**src/gab_pkg.sv**
```systemverilog
package gab_pkg;

  // atlas geometry: the grid is fixed, the cell size is a top-level parameter
  localparam int GRID_CELLS    = 16;
  localparam int CELL_SIZE_DEF = 16;

  // signed width of atlas row and column math, enough for cell sizes up to 32
  // (row spans -254 .. 991 at the largest cell size)
  localparam int COORD_W = 12;

  // stream widths
  localparam int IN_DATA_W  = 56;
  localparam int OUT_DATA_W = 16;
  localparam int OUT_USER_W = 2;

  // configuration port
  localparam int CFG_IDX_W  = 2;
  localparam int CFG_DATA_W = 8;

  localparam logic [CFG_IDX_W-1:0] REG_FONT_XMIN = 2'd0;
  localparam logic [CFG_IDX_W-1:0] REG_FONT_XMAX = 2'd1;
  localparam logic [CFG_IDX_W-1:0] REG_FONT_YMIN = 2'd2;
  localparam logic [CFG_IDX_W-1:0] REG_FONT_YMAX = 2'd3;

  // one decoded glyph byte, ready for pixel expansion
  typedef struct packed {
    logic               rejected;
    logic [COORD_W-1:0] row;
    logic [COORD_W-1:0] col;
    logic [7:0]         mask;  // bit b set: pixel b from the left is written
  } gab_item_t;

  // one atlas write result
  typedef struct packed {
    logic [15:0] pixel_address;
    logic        out_of_atlas;
    logic        font_rejected;
    logic        last_write;
  } gab_result_t;

endpackage

```
**src/glyph_atlas_blit_expander_core.sv**
```systemverilog
// channel  dir  handshake                  payload
// s_axis   in   s_axis_tvalid/tready       tdata: glyph byte fields
// m_axis   out  m_axis_tvalid/tready       tdata: address, tuser: flags, tlast
// cfg      in   cfg_we (no wait)           cfg_index, cfg_data
//
// each accepted word yields n atlas writes (0..8), n being its result count;
// the single result register sends one atlas write per cycle while m_axis is not stalled.
// a word with no results frees the slot in the next cycle; a font reject frees it once its single result is sent.
// rst is synchronous; font registers clear to zero.
// a stall on m_axis holds the result register and back-pressures s_axis.
module glyph_atlas_blit_expander_core #(
  parameter int CELL_SIZE = gab_pkg::CELL_SIZE_DEF
) (
  input  logic                              clk,
  input  logic                              rst,
  // char_code, glyph_width, glyph_xorig, glyph_yorig, glyph_row,
  // byte_in_row, bitmap_byte, zero fill
  input  logic [gab_pkg::IN_DATA_W-1:0]     s_axis_tdata,
  input  logic                              s_axis_tvalid,
  output logic                              s_axis_tready,
  // pixel_address
  output logic [gab_pkg::OUT_DATA_W-1:0]    m_axis_tdata,
  // out_of_atlas, font_rejected
  output logic [gab_pkg::OUT_USER_W-1:0]    m_axis_tuser,
  output logic                              m_axis_tlast,
  output logic                              m_axis_tvalid,
  input  logic                              m_axis_tready,
  input  logic                              cfg_we,
  input  logic [gab_pkg::CFG_IDX_W-1:0]     cfg_index,
  input  logic [gab_pkg::CFG_DATA_W-1:0]    cfg_data
);

  logic [7:0] font_xmin;
  logic [7:0] font_xmax;
  logic [7:0] font_ymin;
  logic [7:0] font_ymax;

  gab_pkg::gab_item_t   item;
  gab_pkg::gab_result_t result;

  // font box registers
  always_ff @(posedge clk) begin
    if (rst) begin
      font_xmin <= 8'd0;
      font_xmax <= 8'd0;
      font_ymin <= 8'd0;
      font_ymax <= 8'd0;
    end else if (cfg_we) begin
      unique case (cfg_index)
        gab_pkg::REG_FONT_XMIN: font_xmin <= cfg_data;
        gab_pkg::REG_FONT_XMAX: font_xmax <= cfg_data;
        gab_pkg::REG_FONT_YMIN: font_ymin <= cfg_data;
        gab_pkg::REG_FONT_YMAX: font_ymax <= cfg_data;
        default: ;
      endcase
    end
  end

  // input word decode
  gab_decode #(
    .CELL_SIZE (CELL_SIZE)
  ) u_decode (
    .font_xmin   (font_xmin),
    .font_xmax   (font_xmax),
    .font_ymin   (font_ymin),
    .font_ymax   (font_ymax),
    .char_code   (s_axis_tdata[7:0]),
    .glyph_width (s_axis_tdata[15:8]),
    .glyph_xorig (s_axis_tdata[23:16]),
    .glyph_yorig (s_axis_tdata[31:24]),
    .glyph_row   (s_axis_tdata[39:32]),
    .byte_in_row (s_axis_tdata[44:40]),
    .bitmap_byte (s_axis_tdata[52:45]),
    .item        (item)
  );

  // pixel expansion and result register
  gab_emit #(
    .CELL_SIZE (CELL_SIZE)
  ) u_emit (
    .clk        (clk),
    .rst        (rst),
    .in_valid   (s_axis_tvalid),
    .in_ready   (s_axis_tready),
    .in_item    (item),
    .out_valid  (m_axis_tvalid),
    .out_ready  (m_axis_tready),
    .out_result (result)
  );

  // output word packing
  assign m_axis_tdata = result.pixel_address;
  assign m_axis_tuser = {result.font_rejected, result.out_of_atlas};
  assign m_axis_tlast = result.last_write;

endmodule

```
**src/gab_decode.sv**
```systemverilog
module gab_decode #(
  parameter int CELL_SIZE = gab_pkg::CELL_SIZE_DEF
) (
  input  logic [7:0]         font_xmin,
  input  logic [7:0]         font_xmax,
  input  logic [7:0]         font_ymin,
  input  logic [7:0]         font_ymax,
  input  logic [7:0]         char_code,
  input  logic [7:0]         glyph_width,
  input  logic [7:0]         glyph_xorig,
  input  logic [7:0]         glyph_yorig,
  input  logic [7:0]         glyph_row,
  input  logic [4:0]         byte_in_row,
  input  logic [7:0]         bitmap_byte,
  output gab_pkg::gab_item_t item
);

  localparam int CW = gab_pkg::COORD_W;
  localparam logic signed [8:0] CellLim = 9'(CELL_SIZE);

  logic signed [8:0] font_w;
  logic signed [8:0] font_h;
  logic [3:0]        cell_x;
  logic [3:0]        cell_y;

  always_comb begin
    // font box size check, signed differences
    font_w = $signed({font_xmax[7], font_xmax}) - $signed({font_xmin[7], font_xmin});
    font_h = $signed({font_ymax[7], font_ymax}) - $signed({font_ymin[7], font_ymin});
    item.rejected = (font_w >= CellLim) || (font_h >= CellLim);

    // cell selection and base coordinates, modular in CW bits
    cell_x = char_code[3:0];
    cell_y = char_code[7:4];
    item.row = CW'(cell_y) * CW'(CELL_SIZE) + CW'(glyph_row)
             - CW'($signed(font_ymin)) - CW'($signed(glyph_yorig));
    item.col = CW'(cell_x) * CW'(CELL_SIZE) + CW'({byte_in_row, 3'b000})
             - CW'($signed(glyph_xorig));

    // set pixels that lie inside the glyph width
    for (int b = 0; b < 8; b++) begin
      item.mask[b] = bitmap_byte[7-b] && ({byte_in_row, 3'(b)} < glyph_width);
    end
  end

endmodule

```
**src/gab_emit.sv**
```systemverilog
module gab_emit #(
  parameter int CELL_SIZE = gab_pkg::CELL_SIZE_DEF
) (
  input  logic                  clk,
  input  logic                  rst,
  input  logic                  in_valid,
  output logic                  in_ready,
  input  gab_pkg::gab_item_t    in_item,
  output logic                  out_valid,
  input  logic                  out_ready,
  output gab_pkg::gab_result_t  out_result
);

  localparam int CW        = gab_pkg::COORD_W;
  localparam int ATLAS_DIM = CELL_SIZE * gab_pkg::GRID_CELLS;

  // work register: the byte being expanded
  logic               work_valid;
  gab_pkg::gab_item_t work;

  logic [2:0]           idx;
  logic [7:0]           low_bit;
  logic [7:0]           remaining;
  logic [CW-1:0]        col;
  logic                 oob;
  logic                 emit;
  logic                 done;
  logic                 in_take;
  gab_pkg::gab_result_t result_next;

  // leftmost pending pixel
  always_comb begin
    idx = 3'd0;
    for (int i = 7; i >= 0; i--) begin
      if (work.mask[i]) begin
        idx = 3'(i);
      end
    end
    low_bit   = work.mask & (~work.mask + 8'd1);
    remaining = work.mask & ~low_bit;
  end

  // atlas address of that pixel
  always_comb begin
    col = work.col + CW'(idx);
    oob = work.row[CW-1] || (work.row >= CW'(ATLAS_DIM))
       || col[CW-1] || (col >= CW'(ATLAS_DIM));
    result_next.pixel_address = 16'd0;
    result_next.out_of_atlas  = 1'b0;
    result_next.font_rejected = 1'b0;
    result_next.last_write    = 1'b1;
    if (!work.rejected) begin
      result_next.out_of_atlas = oob;
      result_next.last_write   = (remaining == 8'd0);
      if (!oob) begin
        result_next.pixel_address = 16'(work.row) * 16'(ATLAS_DIM) + 16'(col);
      end
    end else begin
      result_next.font_rejected = 1'b1;
    end
  end

  // handshake
  always_comb begin
    emit     = work_valid && (!out_valid || out_ready);
    done     = emit && (work.rejected || (remaining == 8'd0));
    in_ready = !work_valid || done;
    in_take  = in_valid && in_ready;
  end

  // work register control
  always_ff @(posedge clk) begin
    if (rst) begin
      work_valid <= 1'b0;
    end else if (in_take) begin
      // a byte that is not rejected and has no qualifying pixel produces nothing
      work_valid <= in_item.rejected || (in_item.mask != 8'd0);
    end else if (done) begin
      work_valid <= 1'b0;
    end
  end

  always_ff @(posedge clk) begin
    if (in_take) begin
      work <= in_item;
    end else if (emit) begin
      work.mask <= remaining;
    end
  end

  // result register
  always_ff @(posedge clk) begin
    if (rst) begin
      out_valid <= 1'b0;
    end else if (emit) begin
      out_valid <= 1'b1;
    end else if (out_ready) begin
      out_valid <= 1'b0;
    end
  end

  always_ff @(posedge clk) begin
    if (emit) begin
      out_result <= result_next;
    end
  end

endmodule

```
**config.mk**
```make
export PLATFORM = sky130hd
export DESIGN_NAME = glyph_atlas_blit_expander_core
export DESIGN_NICKNAME = d
export VERILOG_FILES = /design/src/gab_pkg.sv /design/src/glyph_atlas_blit_expander_core.sv /design/src/gab_decode.sv /design/src/gab_emit.sv
export SDC_FILE = /design/constraint.sdc
export NUM_CORES = 1
export LEC_CHECK = 0
export ABC_AREA = 1
export BUFFER_PORTS_ARGS = -buffer_cell sky130_fd_sc_hd__clkbuf_2
export CORE_UTILIZATION = 55
export DETAILED_ROUTE_END_ITERATION = 8
export HOLD_SLACK_MARGIN = 0.06
export PLACE_DENSITY = 0.79
export SYNTH_ARGS = -nofsm -noshare
export SYNTH_HDL_FRONTEND = slang
export SYNTH_SLANG_ARGS = --single-unit
```
**constraint.sdc**
```tcl
create_clock -name clk -period 3.9 [get_ports clk]
set_input_delay 0.39 -clock clk [delete_from_list [all_inputs] [get_ports clk]]
set_output_delay 0.39 -clock clk [all_outputs]
set_load 0.005 [all_outputs]
```
# Word-level counts from Yosys, hierarchy flattened

Cells that the tools add are included.

Register bits after elaboration: 86
Logic and storage cells: 90

$add $sub $neg: 10
Order comparisons: 12
Eq/ne operators: 3
Multiplexer cells: 15
Bitwise gates (word level): 4
Reduce and logical (&&, ||, !) cells: 32

Operator list:

| operator                                                                             | count |
|---|---|
| 8-bit < comparator                                                                   | 8 |
| 12-bit by 9-bit greater-or-equal comparator with 1-bit output, second input constant | 2 |
| 3-bit two-way mux                                                                    | 8 |
| 12-bit subtractor                                                                    | 2 |
| 8-bit by 8-bit adder with 9-bit output                                               | 2 |
| 9-bit by 6-bit greater-or-equal comparator with 1-bit output, second input constant  | 2 |
| 8-bit by 8-bit subtractor with 9-bit output                                          | 2 |
| 16-bit by 12-bit adder with 16-bit output                                            | 1 |
| 8-bit AND                                                                            | 2 |
| 8-bit two-way mux                                                                    | 2 |
| 8-bit NOT                                                                            | 2 |
| 12-bit by 3-bit adder with 12-bit output                                             | 1 |
| 1-bit logical AND                                                                    | 11 |
| 10-bit by 8-bit subtractor with 11-bit output                                        | 1 |
| 8-bit by 1-bit adder with 8-bit output, second input constant                        | 1 |
| 8-bit logical NOT                                                                    | 1 |
| 1-bit logical OR                                                                     | 8 |
| 2-bit AND reduction                                                                  | 4 |
| 8-bit nonzero test                                                                   | 1 |
| 2-bit nonzero test                                                                   | 3 |
| 1-bit two-way mux                                                                    | 5 |
| 2-bit equality test, second input constant                                           | 2 |
| 2-bit by 1-bit equality test with 1-bit output, second input constant                | 1 |
| 1-bit logical NOT                                                                    | 2 |
| other kinds (2)                                                                      | 2 |

# Logic depth before layout (Yosys ltp)

Gate-level depths: netlist (run 1).

Depth after elaboration: 12
Gate-level depth with buffers: 23
Depth with buffers taken out: 23

# Hierarchy

Synthesis (run 1) repeated with hierarchy kept, for this count alone.

Cell total of the unflattened synthesis: 849
Area total of the unflattened synthesis: 6600.1 um^2

By module, submodules not included:

| module                         | instances | cells an instance | area an instance (um^2) | sequential area each (um^2) |
|---|---|---|---|---|
| gab_emit                       | 1         | 229               | 2632.5                  | 1601.5 |
| gab_decode                     | 1         | 412               | 2541.2                  | 0.0 |
| glyph_atlas_blit_expander_core | 1         | 208               | 1426.4                  | 640.6 |

# Worst setup path after synthesis (run 1)

OpenSTA, ideal clock, no wires.

Kind: input to register
From: in s_axis_tdata[4] (netlist name)
To: reg u_emit.work[30] (netlist name), data pin
Setup time: 266 ps
Data arrival time: 2942 ps
Required time: 3634 ps
Path slack: 693 ps
Stages: 18
Cells stage by stage: ha_1 -> fa_1 -> xor2_1 -> ha_1 -> nand2_1 -> inv_1 -> a21oi_1 -> nand2_1 -> nand2_1 -> nand2_1 -> a21oi_1 -> xor2_1 -> ha_1 -> nand2_1 -> nor2_1 -> nand3_1 -> o2111ai_1 -> xor2_1

RTL lines:

| element                | line                                 | source |
|---|---|---|
| start: declaration     | glyph_atlas_blit_expander_core.sv:18 | `input logic [gab_pkg::IN_DATA_W-1:0] s_axis_tdata,` |
| end signal: assignment | gab_emit.sv:85                       | `work <= in_item;` |
| end: declaration       | gab_emit.sv:19                       | `gab_pkg::gab_item_t work;` |

# Final worst setup path (run 1)

From: reg u_emit.work[6] (netlist name)
To: reg u_emit.out_result[16] (netlist name), data pin

Longest elaborated chain between the ends: 11
Elaborated cells on any way between the ends: 13
Classes of those cells: add/sub (2); order compare (1); mux (7); reduce/logical (3)

Ends and longest elaborated chain:

| element                                                                                           | line            | source |
|---|---|---|
| 3-bit two-way mux (*) (7 in a row)                                                                | gab_emit.sv:35  | `if (work.mask[i]) begin` |
| 12-bit by 3-bit adder with 12-bit output (*)                                                      | gab_emit.sv:45  | `col = work.col + CW'(idx);` |
| 12-bit by 9-bit greater-or-equal comparator with 1-bit output or 1-bit logical OR (tied branches) | gab_emit.sv:47  | `\|\| col[CW-1] \|\| (col >= CW'(ATLAS_DIM));` |
| 1-bit logical OR                                                                                  | gab_emit.sv:47  |  |
| 2-bit OR reduction (no line)                                                                      | -               |  |
| end signal: assignment                                                                            | gab_emit.sv:104 | `out_result <= result_next;` |
| end: declaration                                                                                  | gab_emit.sv:11  | `output gab_pkg::gab_result_t out_result` |

Every way passes the cells marked *; elsewhere a longest branch is shown, timed or not.
A chain may end at the register's enable or synchronous reset.

==> impl_metrics.sql, run 1 <==
INSERT INTO impl_metrics (metric_group, metric, value, unit) VALUES
('power_and_ir_drop', 'power-per-cell-area', '432.7', 'nW/um^2'),
('cells_and_area', 'seq_area', '2242', 'um^2'),
('sta', 'finalClockSkew', '0.008151', 'ns'),
('cells_and_area', 'fill_cells', '967', ''),
('sta', 'timing.max_slew.rel_slack', '48.78', '%'),
('power_and_ir_drop', 'power_leakage', '3.631', 'nW'),
('critical_path', 'critPathTopFamily', 'simple AND/OR/NAND/NOR gates', ''),
('sta', 'fmax', '283.2', 'MHz'),
('detailed_routing', 'antenna_left', '0', ''),
('cells_and_area', 'layout_commonest_cell', 'nand2_1', ''),
('yosys', 'synthesis.yosys.warnings', '0', ''),
('cells_and_area', 'multi_input_comb_area', '3528', 'um^2'),
('die', 'die_w', '109.7', 'um'),
('critical_path', 'critical_path.endpoint_type', 'flip-flop', ''),
('detailed_routing', 'via_per_inst', '5.163', ''),
('status', 'status', 'finished clean', ''),
('detailed_routing', 'detailedRoute.firstIterationViolations', '259', ''),
('critical_path', 'cpPeakStageDelay', '0.44', 'ns'),
('placed_design', 'place_ws', '0.3816', 'ns'),
('clock_tree', 'cts_tree', 'yes', ''),
('global_routing', 'maximum_number_of_pins_on_one_net_before_global_route_repair', '35', ''),
('cells_and_area', 'antenna_cells_inserted', '0', ''),
('cells_and_area', 'fin_nets', '1039', ''),
('cells_and_area', 'area_growth', '14.01', '%'),
('critical_path', 'critical_path_class', 'flip-flop to flip-flop', ''),
('global_routing', 'met1_usage', '30.58', '%'),
('sta', 'number_of_hold_violations_in_the_final_report', '0', ''),
('clock_tree', 'cts.sink_count', '86', ''),
('sta', 'tcrit_tclk_final', '90.54', '%'),
('critical_path', 'worst_ep_arrival_time', '3.63', 'ns'),
('cells_and_area', 'post_route_cells_drive_above_1_share', '15.00', '%'),
('yosys', 'synth_top_cell_area_share', '24.48', '%'),
('critical_path', 'cp_max_fo', '6', ''),
('sta', 'post_route_setup_tns', '0', 'ns'),
('job', 'maxCapViolations', '0', ''),
('yosys', 'netlist_top_cells_area', 'edfxtp_1 24%, ha_1 13%, dfxtp_1 11%, nand2_1 10%, inv_1 8.6%', ''),
('yosys', 'yosysUniqueCellTypes', '48', ''),
('global_routing', 'antenna_found_initial', '0', ''),
('yosys', 'synthesis.area_per_instance', '7.912', 'um^2'),
('clock_tree', 'clk_path_buf_depth', '2', ''),
('die', 'die_h', '109.7', 'um'),
('critical_path', 'cp_num_buf_inv', '3', ''),
('sta', 'grt_setup_unrepaired', 'no', ''),
('global_routing', 'vias_in_the_first_global_route', '4834', ''),
('critical_path', 'worstPathRequired', '4.00', 'ns'),
('clock_tree', 'cts_buffers', '9', ''),
('yosys', 'synth_nets', '950', ''),
('detailed_routing', 'drt_first_pass_iters', '5', ''),
('cells_and_area', 'layout_common_cells', '174 x nand2_1, 146 x inv_1, 89 x clkbuf_2, 65 x ha_1, 56 x a21oi_1', ''),
('clock_tree', 'clkSlewWorstSetupHoldPaths', '0.06', 'ns'),
('placed_design', 'hpwlAfterDp', '10680', 'um'),
('global_routing', 'grt_util_met2', '40.12', '%'),
('yosys', 'post_synth_instance_area', '6377', 'um^2'),
('clock_tree', 'clock_insertion_delay_worst_skew', '0.35', 'ns'),
('global_routing', 'grt_util_all_layers', '23.93', '%'),
('critical_path', 'worst_path_max_delay_cell', 'edfxtp_1', ''),
('detailed_routing', 'routed_wirelength', '13410', 'um'),
('yosys', 'synth-edff-count', '52', ''),
('yosys', 'async_flop_share', '0', '%'),
('die', 'core.rowCount', '38', ''),
('placed_design', 'io_buffer_count', '88', ''),
('critical_path', 'cp_common_cell', 'nor2_1', ''),
('die', 'core_area', '11080', 'um^2'),
('clock_tree', 'cts_setup_buffers', '0', ''),
('global_routing', 'grt_util_met3', '5.098', '%'),
('die', 'floorplan.initialDensity', '57.57', '%'),
('clock_tree', 'h-tree-depth', '3', ''),
('sta', 'final_max_tran_viols', '0', ''),
('global_routing', 'grt_first_pass_wirelength', '21970', 'um'),
('sta', 'finalWorstPathRequiredPeriod', '3.531', 'ns'),
('detailed_routing', 'vias', '5370', '');
flip-flops by register name, indices dropped and copies added, names as in the netlist:
name	flops
u_emit.work	33
u_emit.out_result	19
font_xmax	8
font_xmin	8
font_ymax	8
font_ymin	8
u_emit.out_valid	1
u_emit.work_valid	1
worst reg2reg max path: stages, from the launching register on:
cell	delay (ns)
edfxtp_1	0.44
inv_1	0.08
a21oi_1	0.06
nor2_1	0.07
o21ai_0	0.08
a21oi_1	0.15
ha_1	0.20
inv_1	0.06
fa_1	0.35
inv_1	0.08
nand2_1	0.09
nand2_2	0.10
nand3_2	0.12
nor3_2	0.16
xor2_1	0.25
ha_1	0.31
a21oi_1	0.26
nor2_1	0.07
nor2_1	0.12
nand2_1	0.06
nor2_1	0.11
nor3_2	0.06
metal layers:
metal / wire, um / up-vias
li1: - / 2829
met1: 6041 / 2396
met2: 6357 / 126
met3: 735 / 19
met4: 274 / 0
met5: 0 / -
path summary, 6_finish.rpt:
| kind | start | endpoint | cells after the start |
|---|---|---|---|
| worst min-delay path | s_axis_tdata[16] | u_emit.work[8] | 1 |
| worst max-delay path | u_emit.work[6] | u_emit.out_result[16] | 21 |
| worst max register to register | u_emit.work[6] | u_emit.out_result[16] | 21 |
| worst min register to register | font_xmax[5] | font_xmax[5] | 2 |
per-stage QoR:
| step | std cells | hold WS (ns) | util, % | area [um^2] |
|---|---|---|---|---|
| floorplan | 806 | 0.4264 | - | 6377 |
| global placement | 1024 | 0.4528 | 62.71 | 6947 |
| detailed placement | 1024 | 0.4625 | 62.71 | 6947 |
| CTS | 1040 | 0.2441 | 65.63 | 7271 |
| global route | 1040 | 0.2525 | 65.63 | 7271 |
| finish | 1040 | 0.2582 | 65.63 | 7271 |
logic make-up after synthesis:
family | synth area share (%)
adder cells (fa/ha/maj) | 15.26
XOR/XNOR | 4.925
AND/OR/NAND/NOR | 23.76
buffers and inverters | 9.515
flip-flops | 35.16
AO/OA/AOI/OAI | 11.38
report_power, final:
| group | switching (mW) | internal (mW) |
|---|---|---|
| clock network | 0.362 | 0.554 |
| registers | 0.0717 | 1.13 |
| logic | 0.631 | 0.402 |
| total | 1.06 | 2.08 |
synth_stat cells (2+ instances only):
master / count
xor2_1: 31
a31oi_1: 4
nand2_2: 2
o21bai_1: 4
nand3_1: 43
o21ai_0: 18
o211ai_1: 2
dfxtp_1: 34
clkbuf_1: 8
nand2_1: 174
edfxtp_1: 52
nand4_1: 19
nor3_2: 3
nor2_4: 2
a211oi_1: 20
a21boi_0: 2
xnor2_1: 3
inv_1: 146
a22oi_1: 2
ha_1: 65
nor3_1: 9
a21o_1: 3
fa_1: 8
a21oi_1: 56
nor2_2: 11
nor2_1: 55
nand3b_1: 4
nand2_4: 3
a21oi_2: 2
nand3_2: 2
o21a_1: 2
layout make-up:
cell class	instances	area share [%]
clock buffers	14	4.251
repair buffers	88	6.057
inverters	148	7.710
clock inverters	2	0.2065
flip-flops and latches	86	30.84
multi-input cells	562	48.53
well taps	140	2.409
(Power assumes the default switching activity.)
==> run 2: changes to the inputs <==
--- a/config.mk
+++ b/config.mk
@@ -9,6 +9,7 @@
 export BUFFER_PORTS_ARGS = -buffer_cell sky130_fd_sc_hd__clkbuf_2
 export CORE_UTILIZATION = 55
 export DETAILED_ROUTE_END_ITERATION = 8
+export GPL_TIMING_DRIVEN = 0
 export HOLD_SLACK_MARGIN = 0.06
 export PLACE_DENSITY = 0.79
 export SYNTH_ARGS = -nofsm -noshare
==> run 2 against run 1 <==
Non-clock buffer count up 10. Wire length up 4.8%. Clock-buffer cell count down 2. Worst setup slack worse by 0.020 ns. First-iteration DRC count up 14%. Critical endpoint unchanged. Largest power group unchanged.
==> impl_metrics.sql, run 2 (synthesis results as in run 1) <==
INSERT INTO impl_metrics (metric_group, metric, value, unit) VALUES
('status', 'status', 'finished clean', ''),
('detailed_routing', 'routed_wire_length_per_instance', '13.39', 'um'),
('power_and_ir_drop', 'power-per-cell-area', '432.0', 'nW/um^2'),
('sta', 'finalWorstPathRequiredPeriod', '3.551', 'ns'),
('die', 'die_w', '109.7', 'um'),
('sta', 'setup_viol', '0', ''),
('job', 'maxCapViolations', '0', ''),
('placed_design', 'hpwlAfterDp', '11140', 'um'),
('placed_design', 'place_congestion', '0.9097', ''),
('sta', 'finalClockSkew', '0.006003', 'ns'),
('sta', 'tcrit_tclk_final', '91.06', '%'),
('critical_path', 'critical_path.cell_chain', 'inv_1 > a21oi_1 > nor2_1 > o21ai_0 > a21oi_1 > ha_1 > inv_1 > fa_1 > inv_1 > nand2_1 > nand2_2 > nand3_2 > nor3_2 > xor2_1 > ha_1 > a21oi_1 > nor2_1 > nor2_1 > nand2_1 > nor2_1 > nor3_2', ''),
('sta', 'post_route_setup_tns', '0', 'ns'),
('clock_tree', 'cts.sink_count', '86', ''),
('clock_tree', 'cts-root-buf', 'clkbuf_16', ''),
('cells_and_area', 'layout_common_cells', '174 x nand2_1, 148 x inv_1, 86 x clkbuf_2, 65 x ha_1, 56 x a21oi_1', ''),
('die', 'floorplan.initialDensity', '57.57', '%'),
('sta', 'grt_setup_unrepaired', 'no', ''),
('sta', 'number_of_hold_violations_in_the_final_report', '0', ''),
('cells_and_area', 'antenna_cells_inserted', '0', ''),
('clock_tree', 'clk_path_buf_depth', '2', ''),
('critical_path', 'critPathTopFamily', 'simple AND/OR/NAND/NOR gates', ''),
('worst_hold_path', 'end_of_the_worst_hold_path', 'u_emit.work[8]', ''),
('critical_path', 'worst_r2r_startpoint', 'u_emit.work[6]', ''),
('die', 'core_area', '11080', 'um^2'),
('critical_path', 'critical_path.endpoint_type', 'flip-flop', ''),
('critical_path', 'timing.critical_path.from_type', 'flip-flop', ''),
('critical_path', 'cp_max_fo', '5', ''),
('sta', 'final_max_tran_viols', '0', ''),
('power_and_ir_drop', 'vdd.ir_drop.worst', '350.2', 'uV'),
('cells_and_area', 'regMostFlops', 'u_emit.work', ''),
('critical_path', 'worstPathRequired', '4.00', 'ns'),
('worst_hold_path', 'worst_hold_startpoint', 's_axis_tdata[16]', ''),
('detailed_routing', 'drt_first_pass_iters', '5', ''),
('clock_tree', 'cts_tree', 'yes', ''),
('critical_path', 'worst_ep_arrival_time', '3.65', 'ns'),
('cells_and_area', 'layout_utilization', '66.08', '%'),
('global_routing', 'grt_util_all_layers', '25.34', '%'),
('placed_design', 'io_buffer_count', '86', ''),
('sta', 'timing.max_slew.rel_slack', '47.65', '%'),
('cells_and_area', 'reg.largest.list', 'u_emit.work x33, u_emit.out_result x19', ''),
('detailed_routing', 'route.detailed.drc', '0', ''),
('power_and_ir_drop', 'power_leakage', '3.658', 'nW'),
('critical_path', 'path_depth', '21', ''),
('global_routing', 'grt_first_pass_wirelength', '23560', 'um'),
('critical_path', 'r2r_slack', '0.35', 'ns'),
('detailed_routing', 'via_per_inst', '5.322', ''),
('worst_hold_path', 'holdCritPathClass', 'input pin to flip-flop', ''),
('sta', 'timing_worst_slew_pin_value', '0.7844', 'ns'),
('worst_hold_path', 'hold-path-cell-count', '1', ''),
('clock_tree', 'h-tree-depth', '3', ''),
('critical_path', 'r2r-end', 'u_emit.out_result[16]', ''),
('cells_and_area', 'layout_commonest_cell', 'nand2_1', ''),
('cells_and_area', 'post_route_cells_drive_above_1_share', '14.95', '%'),
('die', 'top_level_ports', '92', ''),
('detailed_routing', 'vias', '5588', ''),
('clock_tree', 'clkSlewWorstSetupHoldPaths', '0.06', 'ns'),
('global_routing', 'vias_in_the_first_global_route', '5252', ''),
('critical_path', 'critical_path_class', 'flip-flop to flip-flop', ''),
('critical_path', 'cpPeakStageDelay', '0.44', 'ns'),
('critical_path', 'cp_common_cell', 'nor2_1', ''),
('sta', 'fmax', '281.6', 'MHz'),
('cells_and_area', 'area_growth', '14.79', '%'),
('global_routing', 'grt_remaining_overflow', '0', ''),
('global_routing', 'antenna_found_initial', '0', ''),
('die', 'die_h', '109.7', 'um'),
('cells_and_area', 'largest_register_ffs', '33', ''),
('die', 'die-area', '12030', 'um^2'),
('detailed_routing', 'antenna_left', '0', ''),
('global_routing', 'maximum_number_of_pins_on_one_net_before_global_route_repair', '31', ''),
('clock_tree', 'cts_resized', '0', ''),
('clock_tree', 'clock_insertion_delay_worst_skew', '0.35', 'ns'),
('detailed_routing', 'routed_wirelength', '14060', 'um'),
('critical_path', 'ff2ff_path_depth', '21', ''),
('detailed_routing', 'detailedRoute.firstIterationViolations', '295', ''),
('cells_and_area', 'fin_nets', '1049', ''),
('critical_path', 'cp_num_buf_inv', '3', ''),
('die', 'core.rowCount', '38', ''),
('critical_path', 'worst_path_max_delay_cell', 'edfxtp_1', ''),
('clock_tree', 'cts_buffers', '9', '');
-- run 2: power by group --
group / leakage [nW] / switching [mW] / internal [mW]
Sequential: 0.779 / 0.0723 / 1.13
Clock: 0.168 / 0.363 / 0.547
Combinational: 2.71 / 0.649 / 0.408
-- run 2: worst max path at each step --
stage / startpoint / to / slack, ns
6_report: u_emit.work[6] / u_emit.out_result[16] / 0.35
3_5_place_dp: u_emit.work[6] / u_emit.out_result[16] / 0.31
5_1_grt: u_emit.work[6] / u_emit.out_result[15] / 0.02
3_3_place_gp: u_emit.work[6] / u_emit.out_result[16] / 0.33
4_1_cts: u_emit.work[6] / u_emit.out_result[16] / 0.28
2_1_floorplan: s_axis_tdata[4] / u_emit.work[30] / 0.69
-- run 2: layout make-up --
cell class	instances	area, um^2
tap	140	175.2
inverter	148	560.5
timing repair buffer	88	445.4
buffer	10	46.29
clock buffer	12	300.3
fill	963	3757
sequential	86	2242
clock inverter	4	22.52
multi-input combinational	562	3528
-- run 2: what timing repair did --
item / CTS / global route
buffers inserted: 0 / 2
hold endpoints to repair: 0 / 0
setup endpoints to repair: 0 / 3
hold buffers: 0 / 0
-- run 2: routing by layer --
metal  vias to the layer above  track usage, %  part of all wire, %  wire, um
li1                       2858               -                    -         -
met1                      2545           31.21                   42      5954
met2                       159           44.20                   50      6969
met3                        26           4.683                  5.8       820
met4                         0           9.048                  2.2       312
met5                         -               0                    0         0
-- run 2: metrics by stage --
| step | hold slack [ns] | instance area [um^2] | worst slack (ns) | power (mW) | std cells |
|---|---|---|---|---|---|
| detailed placement | 0.4587 | 6983 | 0.3125 | 2.254 | 1032 |
| global placement | 0.4552 | 6983 | 0.3327 | 2.221 | 1032 |
| finish | 0.2453 | 7321 | 0.3488 | 3.163 | 1050 |
| CTS | 0.2429 | 7306 | 0.2785 | 3.166 | 1048 |
| global route | 0.2556 | 7321 | 0.01787 | 3.373 | 1050 |
| floorplan | 0.4264 | 6377 | 0.6926 | 1.995 | 806 |
